==> src/rtl/pm_fpc_pkg.sv <==
// ----------------------------------------------------------------------------
// pm_fpc_pkg
// Shared types and constants of the frame parser and classifier core.
// ----------------------------------------------------------------------------
`default_nettype none

package pm_fpc_pkg;

  localparam logic [7:0]  HEADER_BYTE        = 8'h16;
  localparam logic [31:0] GOOD_LIMIT_RST     = 32'd100;
  localparam logic [31:0] MODERATE_LIMIT_RST = 32'd300;
  localparam int unsigned QUEUE_DEPTH_DEF    = 4;

  // Frame positions of the first byte of each big-endian value
  localparam logic [8:0]  POS_PM25           = 9'd11;
  localparam logic [8:0]  POS_PM10           = 9'd15;

  localparam int unsigned CFG_IDX_W          = 1;
  localparam int unsigned CFG_DATA_W         = 32;
  localparam logic [CFG_IDX_W-1:0] CFG_GOOD_LIMIT     = 1'd0;
  localparam logic [CFG_IDX_W-1:0] CFG_MODERATE_LIMIT = 1'd1;

  typedef enum logic [1:0] {
    LVL_GOOD     = 2'd0,
    LVL_MODERATE = 2'd1,
    LVL_HEAVY    = 2'd2
  } air_level_t;

  typedef enum logic [1:0] {
    PH_IDLE    = 2'd0,
    PH_LENGTH  = 2'd1,
    PH_PAYLOAD = 2'd2,
    PH_CHECK   = 2'd3
  } parse_phase_t;

  typedef struct packed {
    logic [7:0] rx_byte;
    logic       first_byte;
  } in_item_t;

  typedef struct packed {
    logic        checksum_ok;
    logic [31:0] pm25_value;
    logic [31:0] pm10_value;
    logic [1:0]  air_level;
  } out_item_t;

  // Finished frame waiting for classification
  typedef struct packed {
    logic        checksum_ok;
    logic [31:0] pm25_value;
    logic [31:0] pm10_value;
  } frame_rec_t;

endpackage

`default_nettype wire

==> src/rtl/pm_frame_parser_classifier_core.sv <==
// ----------------------------------------------------------------------------
// pm_frame_parser_classifier_core
// Sum-complement checksummed sensor frame parser with PM2.5 level grading.
// ----------------------------------------------------------------------------
//
//   Port group   Direction  Handshake          Payload
//   in_          receive    in_valid/in_stall  in_item_t  (rx_byte, first_byte)
//   out_         send       out_valid/out_stall out_item_t (status, values, level)
//   cfg_         receive    cfg_we             cfg_index, cfg_data (32 bit)
//
// One byte transfer per cycle while in_stall is low; a frame with length byte L holds L + 3 bytes.
// A result is offered on out_ once the checksum byte is taken: the record
// queue is written first, then the result register loads unless a stalled
// result holds it. in_stall is high exactly while QUEUE_DEPTH finished
// records wait in the queue. Reset (rst_n low, synchronous) idles the
// parser, empties the queue and restores the limits to 100 and 300.
// ----------------------------------------------------------------------------
`default_nettype none

module pm_frame_parser_classifier_core
  import pm_fpc_pkg::*;
#(
  // Finished frames that may wait between parser and classifier
  parameter int unsigned QUEUE_DEPTH = QUEUE_DEPTH_DEF
) (
  input  wire logic                  clk,
  input  wire logic                  rst_n,
  // Received byte stream
  input  wire logic                  in_valid,
  output logic                       in_stall,
  input  wire in_item_t              in_data,
  // Frame results
  output logic                       out_valid,
  input  wire logic                  out_stall,
  output out_item_t                  out_data,
  // Limit registers
  input  wire logic                  cfg_we,
  input  wire logic [CFG_IDX_W-1:0]  cfg_index,
  input  wire logic [CFG_DATA_W-1:0] cfg_data
);

  // Records pass from the parser to the classifier through the queue
  logic       push;
  frame_rec_t push_rec;
  logic       q_full;
  logic       q_valid;
  frame_rec_t q_rec;
  logic       pop;

  // Front: follow header, length, payload and checksum byte by byte;
  // keep the running sum and capture the two big-endian values.
  pm_fpc_front u_front (
    .clk      (clk),
    .rst_n    (rst_n),
    .in_valid (in_valid),
    .in_data  (in_data),
    .in_stall (in_stall),
    .q_full   (q_full),
    .push     (push),
    .push_rec (push_rec)
  );

  // Queue: decouple parsing from result delivery
  pm_fpc_queue #(
    .DEPTH (QUEUE_DEPTH)
  ) u_queue (
    .clk      (clk),
    .rst_n    (rst_n),
    .push     (push),
    .push_rec (push_rec),
    .full     (q_full),
    .q_valid  (q_valid),
    .q_rec    (q_rec),
    .pop      (pop)
  );

  // Back: grade PM2.5 against the limits and hold the result until the
  // transfer completes; a new record is drawn as the old one leaves.
  pm_fpc_back u_back (
    .clk       (clk),
    .rst_n     (rst_n),
    .cfg_we    (cfg_we),
    .cfg_index (cfg_index),
    .cfg_data  (cfg_data),
    .q_valid   (q_valid),
    .q_rec     (q_rec),
    .pop       (pop),
    .out_valid (out_valid),
    .out_stall (out_stall),
    .out_data  (out_data)
  );

endmodule

`default_nettype wire

==> src/rtl/pm_fpc_front.sv <==
// ----------------------------------------------------------------------------
// pm_fpc_front
// Byte parser: tracks the frame, sums bytes, captures values, emits records.
// ----------------------------------------------------------------------------
`default_nettype none

module pm_fpc_front
  import pm_fpc_pkg::*;
(
  input  wire logic       clk,
  input  wire logic       rst_n,
  input  wire logic       in_valid,
  input  wire in_item_t   in_data,
  output logic            in_stall,
  input  wire logic       q_full,
  output logic            push,
  output frame_rec_t      push_rec
);

  parse_phase_t phase_r, phase_nxt;
  logic [8:0]   pos_r, pos_nxt;
  logic [7:0]   len_r, len_nxt;
  logic [7:0]   sum_r, sum_nxt;
  logic [31:0]  pm25_r, pm25_nxt;
  logic [31:0]  pm10_r, pm10_nxt;

  logic         acc;
  logic [8:0]   pos_inc;
  logic [8:0]   off25, off10;
  logic [31:0]  cap25, cap10;
  logic [7:0]   rx;

  assign in_stall = q_full;
  assign acc      = in_valid & ~q_full;
  assign rx       = in_data.rx_byte;
  assign pos_inc  = pos_r + 9'd1;
  assign off25    = pos_r - POS_PM25;
  assign off10    = pos_r - POS_PM10;

  // Captures with the current byte placed, if it falls in a value field
  always_comb begin
    cap25 = pm25_r;
    cap10 = pm10_r;
    if (pos_r >= POS_PM25 && pos_r < POS_PM25 + 9'd4) begin
      cap25[(2'd3 - off25[1:0]) * 8 +: 8] = rx;
    end else if (pos_r >= POS_PM10 && pos_r < POS_PM10 + 9'd4) begin
      cap10[(2'd3 - off10[1:0]) * 8 +: 8] = rx;
    end
  end

  // Next phase
  always_comb begin
    phase_nxt = phase_r;
    if (acc) begin
      if (in_data.first_byte) begin
        phase_nxt = (rx == HEADER_BYTE) ? PH_LENGTH : PH_IDLE;
      end else begin
        case (phase_r)
          PH_IDLE:    phase_nxt = PH_IDLE;
          PH_LENGTH:  phase_nxt = (rx == 8'd0) ? PH_CHECK : PH_PAYLOAD;
          PH_PAYLOAD: begin
            if ({1'b0, pos_inc} >= {2'b00, len_r} + 10'd2) phase_nxt = PH_CHECK;
          end
          PH_CHECK:   phase_nxt = PH_IDLE;
          default:    phase_nxt = PH_IDLE;
        endcase
      end
    end
  end

  // Datapath and record output
  always_comb begin
    pos_nxt  = pos_r;
    len_nxt  = len_r;
    sum_nxt  = sum_r;
    pm25_nxt = pm25_r;
    pm10_nxt = pm10_r;
    push     = 1'b0;
    push_rec.checksum_ok = ((sum_r + rx) == 8'd0);
    push_rec.pm25_value  = cap25;
    push_rec.pm10_value  = cap10;
    if (acc) begin
      if (in_data.first_byte) begin
        if (rx == HEADER_BYTE) begin
          pos_nxt  = 9'd1;
          len_nxt  = 8'd0;
          sum_nxt  = HEADER_BYTE;
          pm25_nxt = '0;
          pm10_nxt = '0;
        end else begin
          pos_nxt = 9'd0;
        end
      end else begin
        case (phase_r)
          PH_IDLE: ;
          PH_LENGTH: begin
            len_nxt  = rx;
            sum_nxt  = sum_r + rx;
            pm25_nxt = cap25;
            pm10_nxt = cap10;
            pos_nxt  = 9'd2;
          end
          PH_PAYLOAD: begin
            sum_nxt  = sum_r + rx;
            pm25_nxt = cap25;
            pm10_nxt = cap10;
            pos_nxt  = pos_inc;
          end
          PH_CHECK: begin
            pm25_nxt = cap25;
            pm10_nxt = cap10;
            pos_nxt  = 9'd0;
            push     = 1'b1;
          end
          default: ;
        endcase
      end
    end
  end

  always_ff @(posedge clk) begin
    if (!rst_n) begin
      phase_r <= PH_IDLE;
      pos_r   <= 9'd0;
    end else begin
      phase_r <= phase_nxt;
      pos_r   <= pos_nxt;
    end
  end

  always_ff @(posedge clk) begin
    len_r  <= len_nxt;
    sum_r  <= sum_nxt;
    pm25_r <= pm25_nxt;
    pm10_r <= pm10_nxt;
  end

endmodule

`default_nettype wire

==> src/rtl/pm_fpc_queue.sv <==
// ----------------------------------------------------------------------------
// pm_fpc_queue
// Short first-in first-out queue of finished frame records.
// ----------------------------------------------------------------------------
`default_nettype none

module pm_fpc_queue
  import pm_fpc_pkg::*;
#(
  parameter int unsigned DEPTH = QUEUE_DEPTH_DEF
) (
  input  wire logic       clk,
  input  wire logic       rst_n,
  input  wire logic       push,
  input  wire frame_rec_t push_rec,
  output logic            full,
  output logic            q_valid,
  output frame_rec_t      q_rec,
  input  wire logic       pop
);

  localparam int unsigned AW = (DEPTH > 1) ? $clog2(DEPTH) : 1;
  localparam int unsigned CW = $clog2(DEPTH + 1);

  frame_rec_t    mem_r [DEPTH];
  logic [AW-1:0] wr_ptr_r, wr_ptr_nxt;
  logic [AW-1:0] rd_ptr_r, rd_ptr_nxt;
  logic [CW-1:0] cnt_r, cnt_nxt;

  assign full    = (cnt_r == CW'(DEPTH));
  assign q_valid = (cnt_r != '0);
  assign q_rec   = mem_r[rd_ptr_r];

  always_comb begin
    wr_ptr_nxt = wr_ptr_r;
    rd_ptr_nxt = rd_ptr_r;
    cnt_nxt    = cnt_r;
    if (push) begin
      wr_ptr_nxt = (wr_ptr_r == AW'(DEPTH - 1)) ? '0 : wr_ptr_r + AW'(1);
    end
    if (pop) begin
      rd_ptr_nxt = (rd_ptr_r == AW'(DEPTH - 1)) ? '0 : rd_ptr_r + AW'(1);
    end
    if (push && !pop) begin
      cnt_nxt = cnt_r + CW'(1);
    end else if (pop && !push) begin
      cnt_nxt = cnt_r - CW'(1);
    end
  end

  always_ff @(posedge clk) begin
    if (!rst_n) begin
      wr_ptr_r <= '0;
      rd_ptr_r <= '0;
      cnt_r    <= '0;
    end else begin
      wr_ptr_r <= wr_ptr_nxt;
      rd_ptr_r <= rd_ptr_nxt;
      cnt_r    <= cnt_nxt;
    end
  end

  always_ff @(posedge clk) begin
    if (push) begin
      mem_r[wr_ptr_r] <= push_rec;
    end
  end

endmodule

`default_nettype wire

==> src/rtl/pm_fpc_back.sv <==
// ----------------------------------------------------------------------------
// pm_fpc_back
// Classifier: holds the limits, grades each record, drives the result register.
// ----------------------------------------------------------------------------
`default_nettype none

module pm_fpc_back
  import pm_fpc_pkg::*;
(
  input  wire logic                  clk,
  input  wire logic                  rst_n,
  input  wire logic                  cfg_we,
  input  wire logic [CFG_IDX_W-1:0]  cfg_index,
  input  wire logic [CFG_DATA_W-1:0] cfg_data,
  input  wire logic                  q_valid,
  input  wire frame_rec_t            q_rec,
  output logic                       pop,
  output logic                       out_valid,
  input  wire logic                  out_stall,
  output out_item_t                  out_data
);

  logic [31:0] good_lim_r, good_lim_nxt;
  logic [31:0] mod_lim_r, mod_lim_nxt;
  logic        out_valid_r, out_valid_nxt;
  out_item_t   out_data_r;
  air_level_t  level;

  assign pop       = q_valid & (~out_valid_r | ~out_stall);
  assign out_valid = out_valid_r;
  assign out_data  = out_data_r;

  always_comb begin
    if (q_rec.pm25_value <= good_lim_r) begin
      level = LVL_GOOD;
    end else if (q_rec.pm25_value <= mod_lim_r) begin
      level = LVL_MODERATE;
    end else begin
      level = LVL_HEAVY;
    end
  end

  always_comb begin
    good_lim_nxt = good_lim_r;
    mod_lim_nxt  = mod_lim_r;
    if (cfg_we) begin
      case (cfg_index)
        CFG_GOOD_LIMIT:     good_lim_nxt = cfg_data;
        CFG_MODERATE_LIMIT: mod_lim_nxt  = cfg_data;
        default: ;
      endcase
    end
  end

  assign out_valid_nxt = pop | (out_valid_r & out_stall);

  always_ff @(posedge clk) begin
    if (!rst_n) begin
      good_lim_r  <= GOOD_LIMIT_RST;
      mod_lim_r   <= MODERATE_LIMIT_RST;
      out_valid_r <= 1'b0;
    end else begin
      good_lim_r  <= good_lim_nxt;
      mod_lim_r   <= mod_lim_nxt;
      out_valid_r <= out_valid_nxt;
    end
  end

  always_ff @(posedge clk) begin
    if (pop) begin
      out_data_r.checksum_ok <= q_rec.checksum_ok;
      out_data_r.pm25_value  <= q_rec.pm25_value;
      out_data_r.pm10_value  <= q_rec.pm10_value;
      out_data_r.air_level   <= level;
    end
  end

endmodule

`default_nettype wire

==> config.mk <==
export PLATFORM = sky130hd
export DESIGN_NAME = pm_frame_parser_classifier_core
export DESIGN_NICKNAME = d
export VERILOG_FILES = /design/src/rtl/pm_fpc_pkg.sv /design/src/rtl/pm_frame_parser_classifier_core.sv /design/src/rtl/pm_fpc_front.sv /design/src/rtl/pm_fpc_queue.sv /design/src/rtl/pm_fpc_back.sv
export SDC_FILE = /design/constraint.sdc
export NUM_CORES = 1
export LEC_CHECK = 0
export BUFFER_PORTS_ARGS = -buffer_cell sky130_fd_sc_hd__buf_4
export CAP_MARGIN = 20
export CORE_UTILIZATION = 29
export CTS_BUF_LIST = sky130_fd_sc_hd__clkbuf_4
export DETAILED_ROUTE_END_ITERATION = 8
export SETUP_SLACK_MARGIN = 0.2
export SYNTH_ARGS = -nofsm -noshare
export SYNTH_HDL_FRONTEND = slang
export SYNTH_SLANG_ARGS = --single-unit
==> constraint.sdc <==
create_clock -name clk -period 7.5 [get_ports clk]
set_input_delay 1.875 -clock clk [delete_from_list [all_inputs] [get_ports clk]]
set_output_delay 1.875 -clock clk [all_outputs]
set_load 0.01 [all_outputs]
==> results.cfg, run 1 <==
[outcome]
status = complete, no violations

[sta]
setup_tns_ns = 0
tightestPinTransition_ns = 1.138
finalHoldViolations = 0
relSlewSlack_pct = 23.82
skew_ns = 0.07456
rsz0062_at_grt = false
maxSlewViolCount = 0
period_needed_ns = 4.068
timing.hold.ws_ns = 0.4562
fin_crit_sh_pct = 54.24
setup_viol_count_final = 0
fmax_ghz = 0.2458

[detailed_routing]
drt_wl_total_mm = 50.12
drt_first_pass_iters = 5
postRouteAntennaNets = 0
drtIter0Drc = 1088
dr_total_vias = 13130
drc = 0
wl_per_cell_um = 18.11
viasPerCell = 4.744

[synthesis]
synth_edf_count = 407
ys_seq_area_share_pct = 66.11
synthCells = 1551
synth.avg_cell_area_um2 = 13.58
ys_ff_latch = 492
ys.flop_type = edfxtp_1
ys_warn_count = 0
ys_async_sr_fraction_pct = 0
netlist_area_um2 = 21060
synth_cell_types = 59
synth_fp_nets = 1698

[die]
dieArea_um2 = 73700
io_pins = 116
core_um2 = 71730
fp.dieW_um = 271.5
die_h_um = 271.5
rows = 98
initial_core_util_pct = 29.36

[power]
switching_share_pct = 29.67
netSwitchingPower_w = 0.002166
leakagePower_nw = 8.648
peakVddDrop_mv = 0.2089
clkPwrFrac_pct = 30.2
p_int_w = 0.005134
combPwrFrac_pct = 22.0
p_seq_share_pct = 47.8
powerDensity_nw_per_um2 = 298.4

[clock_network]
cts_buffer_depth = 3
clk_pin_slew_ns = 0.07
cts_resized = 0
cts_tree = yes
cts_hold_buf = 0
cts_sinks = 492
root_buffer = clkbuf_4
htreeDepth = 3
insertion_delay_ns = 0.90
postCtsSetupRepairBufs = 0
numCtsBuffers = 116

[grt]
antenna_found_initial = 2
grt-ovfl-total = 0
grt_pass1_wl_mm = 75.45
gr-usage-all-layers_pct = 13.35
grt_start_max_net_pins = 90
grt_pass1_vias = 12880

[cells_and_area]
drive_gt1_share_pct = 22.06
most-common-layout-cells = 407 x edfxtp_1, 285 x nand2_1, 168 x clkbuf_4, 164 x a21oi_1, 130 x buf_4
final_common_cell = edfxtp_1
syn2layout_area_growth_pct = 16.14
fillerInstances = 7022
fin_nets = 1871

[setup_path]
critical_path_class = reg -> reg
crit_fanout = 40
end_kind = flip-flop
start_kind = flip-flop
crit_required_ns = 8.12
worstPathArrival_ns = 4.69

[placed_design]
dp_hpwl_mm = 32.85
place.gp.congestion = 0.7984
portBuffers = 115

[job]
max_cap_violations = 0

[worst_hold_path]
hp-class = reg -> reg
[cell usage after synthesis (2+ instances only)]
library cell	count	area (µm²)
nand2_1	285	1070
inv_1	77	289.0
a211o_1	3	26.28
dfxtp_1	85	1702
o21ai_0	16	80.08
and2_1	13	81.33
nor2_1	34	127.6
or3_1	2	12.51
a21boi_0	2	15.01
or2_1	2	12.51
xor2_1	9	78.83
ha_1	98	1226
nand3b_1	2	15.01
a22oi_1	3	22.52
nand2b_1	6	37.54
clkbuf_1	50	187.7
nor4_1	5	31.28
mux2i_1	4	40.04
fa_1	2	40.04
and4_1	5	43.79
nor2_2	2	12.51
o21a_1	2	15.01
edfxtp_1	407	12220
nor2b_1	18	112.6
xnor2_1	11	96.34
o211ai_1	9	67.56
or2_2	3	18.77
nand3_1	32	160.2
nand4_1	61	381.6
mux4_2	65	1464
buf_4	3	22.52
buf_1	5	18.77
a221oi_1	2	17.52
nor3_1	6	30.03
a21oi_1	165	825.8
buf_6	4	45.04
buf_2	14	70.07
a21o_1	8	60.06
nand4b_1	2	17.52
nor3b_2	3	37.54
a31oi_1	3	18.77
a211oi_1	6	45.04
[state kept, by name, indices dropped and copies added (netlist names), 8 cells and up, named ones only]
signal and count:
u_front.len_r 8, u_back.mod_lim_r 32, u_front.pm10_r 32, u_back.out_data 67
u_back.good_lim_r 32, u_front.pm25_r 32, u_queue.mem_r 260, u_front.pos_r 9
u_front.sum_r 8
[routing by layer]
metal  part of all wire [%]  vias to the layer above  track usage [%]  routed length (µm)
met1                     44                     6500            17.66               22290
li1                       -                     6161                -                   -
met5                      0                        -                0                   0
met3                    5.9                       62            3.397                2966
met4                    1.2                        0            3.593                 603
met2                     48                      403            21.66               24260
[stage by stage]
stage	instances	area, µm²	total power, W	setup slack (ns)	utilization [%]
after detailed placement	2555	22910	0.005188	2.971	31.94
after floorplan	1551	21060	0.004425	1.138	-
after CTS	2762	24420	0.007419	3.332	34.04
after global placement	2555	22910	0.005166	3.088	31.94
final	2767	24460	0.007299	3.432	34.10
after global routing	2767	24460	0.007682	3.104	34.10
[power by group through the flow]
stage | Combinational (W) | Sequential (W) | Clock [W]
global placement | 0.00160 | 0.00357 | 0
finish | 0.00161 | 0.00349 | 0.00220
floorplan | 0.000873 | 0.00355 | 0
detailed placement | 0.00162 | 0.00357 | 0
global route | 0.00175 | 0.00353 | 0.00240
CTS | 0.00163 | 0.00351 | 0.00228
[area by class of cell]
cell class / count / area [µm²] / area share, %
repair buffers: 131 / 1003 / 4.103
diodes: 4 / 10.01 / 0.04092
multi-input cells: 906 / 6525 / 26.68
inverters: 77 / 290.3 / 1.187
well taps: 950 / 1189 / 4.860
clock buffers: 168 / 1261 / 5.157
clock inverters: 39 / 251.5 / 1.028
flip-flops and latches: 492 / 13930 / 56.95
[worst max-delay path: stages, from the launching register on]
cell and delay [ns]:
dfxtp_4 0.70, buf_4 0.75, mux4_2 0.68, ha_1 0.35, nand4_1 0.13, nor2_1 0.07
a221o_1 0.33, a211o_1 0.28, a211o_1 0.31, and3b_1 0.19
[kinds of logic (layout without fill, tap and decap cells)]
group           Yosys count  after routing  share of synthesized area, %
other cells               0              4                             0
compound gates          229            229                         6.107
fa+ha+maj               100            100                         6.012
mux                      69             69                         7.141
buf+inv                 153            415                         3.006
simple gates            488            488                         10.79
flops                   492            492                         66.11
xor+xnor                 20             20                        0.8318
[worst paths after layout]
kind                              start                    end  slack [ns]  depth (start not counted)
setup / recovery              flip-flop     u_back.out_data[1]        3.43                          9
hold / removal    u_back.good_lim_r[13]  u_back.good_lim_r[13]        0.46                          2
setup reg to reg              flip-flop     u_back.out_data[1]        3.43                          9
hold reg to reg   u_back.good_lim_r[13]  u_back.good_lim_r[13]        0.46                          2
Power figures use the tool's default switching activity.
==> run 2, diff against run 1 <==
--- a/config.mk
+++ b/config.mk
@@ -5,6 +5,7 @@
 export SDC_FILE = /design/constraint.sdc
 export NUM_CORES = 1
 export LEC_CHECK = 0
+export ABC_AREA = 1
 export BUFFER_PORTS_ARGS = -buffer_cell sky130_fd_sc_hd__buf_4
 export CAP_MARGIN = 20
 export CORE_UTILIZATION = 29
==> constraint.sdc (replaced) <==
create_clock -name clk -period 4 [get_ports clk]
set_input_delay 1 -clock clk [delete_from_list [all_inputs] [get_ports clk]]
set_output_delay 1 -clock clk [all_outputs]
set_load 0.01 [all_outputs]
==> run 2 against run 1 <==
The run now ends with design-rule violations left. Critical path depth is 3 higher. Utilization is 0.47 points higher. Register-to-register slack worse by 2.5 ns. Sequential share of layout area is 2.1 points lower. Critical path type unchanged. Clock-buffer cell count is 26 higher. Combinational power grew to 3.0 times the previous value. Via count is 13% higher. Routed wire length is 7.1% higher. Sequential power is 90% higher. Flip-flop and latch count stayed put. Worst hold slack worse by 0.13 ns.
==> results.cfg, run 2 <==
[setup_path]
reg2regPathDepth = 12
r2r_slack_ns = 0.98
crit_chain = buf_4, o21ai_0, o22ai_1, ha_1, a21oi_1, o21ai_0, a21oi_1, nand2_1, nand2_1, nand2_1, nand2_1, nor2_1
crit_fanout = 79
endpoint = u_back.out_data[0]
crit_required_ns = 4.66
slowest_stage = buf_4
r2r-end = u_back.out_data[0]
cp.depth = 12
cp_common_cell = nand2_1
worstPathArrival_ns = 3.68
cp_num_buf_inv = 1
critical_path_class = reg -> reg
start_kind = flip-flop
worst_path_dominant_cell_family = compound AO/OA/AOI/OAI gates
end_kind = flip-flop
slowest_delay_ns = 0.62

[clock_network]
insertion_delay_ns = 0.93
root_buffer = clkbuf_4
postCtsSetupRepairBufs = 0
cts_hold_buf = 0
cts_buffer_depth = 3
clk_pin_slew_ns = 0.06
cts_resized = 0
cts_sinks = 492
numCtsBuffers = 132
cts_tree = yes
htreeDepth = 4

[power]
combPwrFrac_pct = 29.5
peakVddDrop_mv = 0.2628
switching_share_pct = 34.22
p_total_w = 0.01611
clkPwrFrac_pct = 29.3
netSwitchingPower_w = 0.005512
leakagePower_nw = 9.888
powerDensity_nw_per_um2 = 634.5
p_seq_share_pct = 41.2
p_int_w = 0.01060

[cells_and_area]
final_util_pct = 34.56
syn2layout_area_growth_pct = 17.31
largest_reg_flops = 260
regMostFlops = u_queue.mem_r
finalInstanceArea_um2 = 25390
most-common-layout-cells = 407 x edfxtp_1, 264 x nor2_1, 223 x o21ai_0, 214 x inv_1
final_common_cell = edfxtp_1
drive_gt1_share_pct = 21.08
fin_nets = 2309

[grt]
grt_pass1_wl_mm = 82.56
antenna_found_initial = 1
grt_start_max_net_pins = 80
gr-usage-all-layers_pct = 14.26
grt-ovfl-total = 0
grt_pass1_vias = 15140

[placed_design]
portBuffers = 115
dp_hpwl_mm = 35.18
place.gp.congestion = 0.8426
place_area_um2 = 23590

[synthesis]
yosysMostFrequentCell = edfxtp_1
ys.flop_type = edfxtp_1
ys_warn_count = 0
netlist_area_um2 = 21640
ys_ff_latch = 492
synthDominantCellAreaShare_pct = 56.47
synthCells = 1973
yosys.area.top_type = edfxtp_1
synthTopCellsByArea = edfxtp_1 56%, dfxtp_1 7.9%, ha_1 5.7%
synth_common_cells = 407 x edfxtp_1, 268 x nor2_1, 223 x o21ai_0
synth.avg_cell_area_um2 = 10.97
synth_edf_count = 407
synth_fp_nets = 2120
ys_async_sr_fraction_pct = 0
ys_seq_area_share_pct = 64.33
synth_cell_types = 43

[detailed_routing]
drt_first_pass_iters = 7
wl_per_cell_um = 16.65
drt_wl_total_mm = 53.69
drc = 3
dr_total_vias = 14840
viasPerCell = 4.604
drtIter0Drc = 829
postRouteAntennaNets = 0

[die]
core_um2 = 73450
die_h_um = 275.2
fp.dieW_um = 275.2
initial_core_util_pct = 29.46
rows = 99
io_pins = 116
dieArea_um2 = 75720

[job]
max_cap_violations = 0

[sta]
tightestPinTransition_ns = 1.018
maxSlewViolCount = 0
relSlewSlack_pct = 32.14
finalHoldViolations = 0
fin_crit_sh_pct = 75.48
rsz0062_at_grt = false
setup_viol_count_final = 0
timing.hold.ws_ns = 0.3237
fmax_ghz = 0.3312
period_needed_ns = 3.019
skew_ns = 0.06840

[worst_hold_path]
hp-class = in -> reg

[outcome]
failed_checks = design-rule violations
status = finished, violations left
## run 2: cell types whose count changed in the layout (fill, tap and decap cells not counted), sizes merged, moves of 12 or more
cell	change
nand4	-54
mux4	-65
nand3	-16
o22ai	+63
inv	+173
nor2	+270
and2	-12
nor2b	-18
o21ai	+215
clkbuf	+26
nand2	-83
a21oi	-17
nor3	+16
## run 2: power by group through the flow
stage	clock [W]	combinational (W)	sequential [W]
after floorplan	0	0.00267	0.00684
after global placement	0	0.00468	0.00677
after detailed placement	0	0.00482	0.00676
after CTS	0.00487	0.00485	0.00666
after global routing	0.00512	0.00535	0.00668
final	0.00471	0.00476	0.00664
## run 2: how the worst min path moves through the flow
stage / from / endpoint / slack, ns / cells past startpoint
after floorplan: u_back.good_lim_r[10] / u_back.good_lim_r[10] / 0.43 / 2
after global placement: u_back.good_lim_r[31] / u_back.good_lim_r[31] / 0.44 / 2
after detailed placement: u_back.good_lim_r[29] / u_back.good_lim_r[29] / 0.45 / 2
after CTS: cfg_data[2] / u_back.mod_lim_r[2] / 0.21 / 3
after global routing: cfg_data[8] / u_back.mod_lim_r[8] / 0.25 / 3
final: cfg_data[2] / u_back.mod_lim_r[2] / 0.32 / 3
## run 2: routing by layer
| layer | track usage (%) | vias up | wire, µm |
|---|---|---|---|
| met5 | 0 | - | 0 |
| met4 | 5.670 | 0 | 1316 |
| met3 | 3.640 | 101 | 3021 |
| met2 | 24.56 | 387 | 27190 |
| met1 | 16.93 | 7131 | 22160 |
| li1 | - | 7224 | - |
## run 2: logic make-up after synthesis
| family | after synthesis | synth area share [%] |
|---|---|---|
| and+or+nand+nor | 563 | 10.96 |
| DFF | 492 | 64.33 |
| AOI/OAI and AO/OA | 467 | 12.03 |
| buffers and inverters | 335 | 6.186 |
| adders and majority gates | 100 | 5.851 |
| xor gates and xnor gates | 16 | 0.6475 |
## run 2: stage by stage
step | setup TNS, ns | cells | setup slack (ns)
after floorplan | -193.23 | 1973 | -0.7432
after global placement | 0 | 2987 | 0.9451
after detailed placement | 0 | 2987 | 0.8815
after CTS | 0 | 3222 | 0.8899
after global routing | 0 | 3224 | 0.7126
final | 0 | 3224 | 0.9810
## run 2: area by class of cell
| cell class | count | area (µm²) |
|---|---|---|
| antenna | 2 | 5.005 |
| clock buffer | 194 | 1456 |
| clock inverter | 41 | 335.3 |
| fill | 7302 | 48070 |
| inverter | 252 | 955.9 |
| multi-input combinational | 1146 | 6421 |
| sequential | 492 | 13930 |
| tap | 959 | 1200 |
| timing repair buffer | 138 | 1086 |
## run 2: tightest hold or removal path: cells and delay by family
family / cells / cell delay (ns)
AND/OR/NAND/NOR: 1 / 0.05
AO/OA/AOI/OAI: 1 / 0.06
buffers and inverters: 1 / 0.08
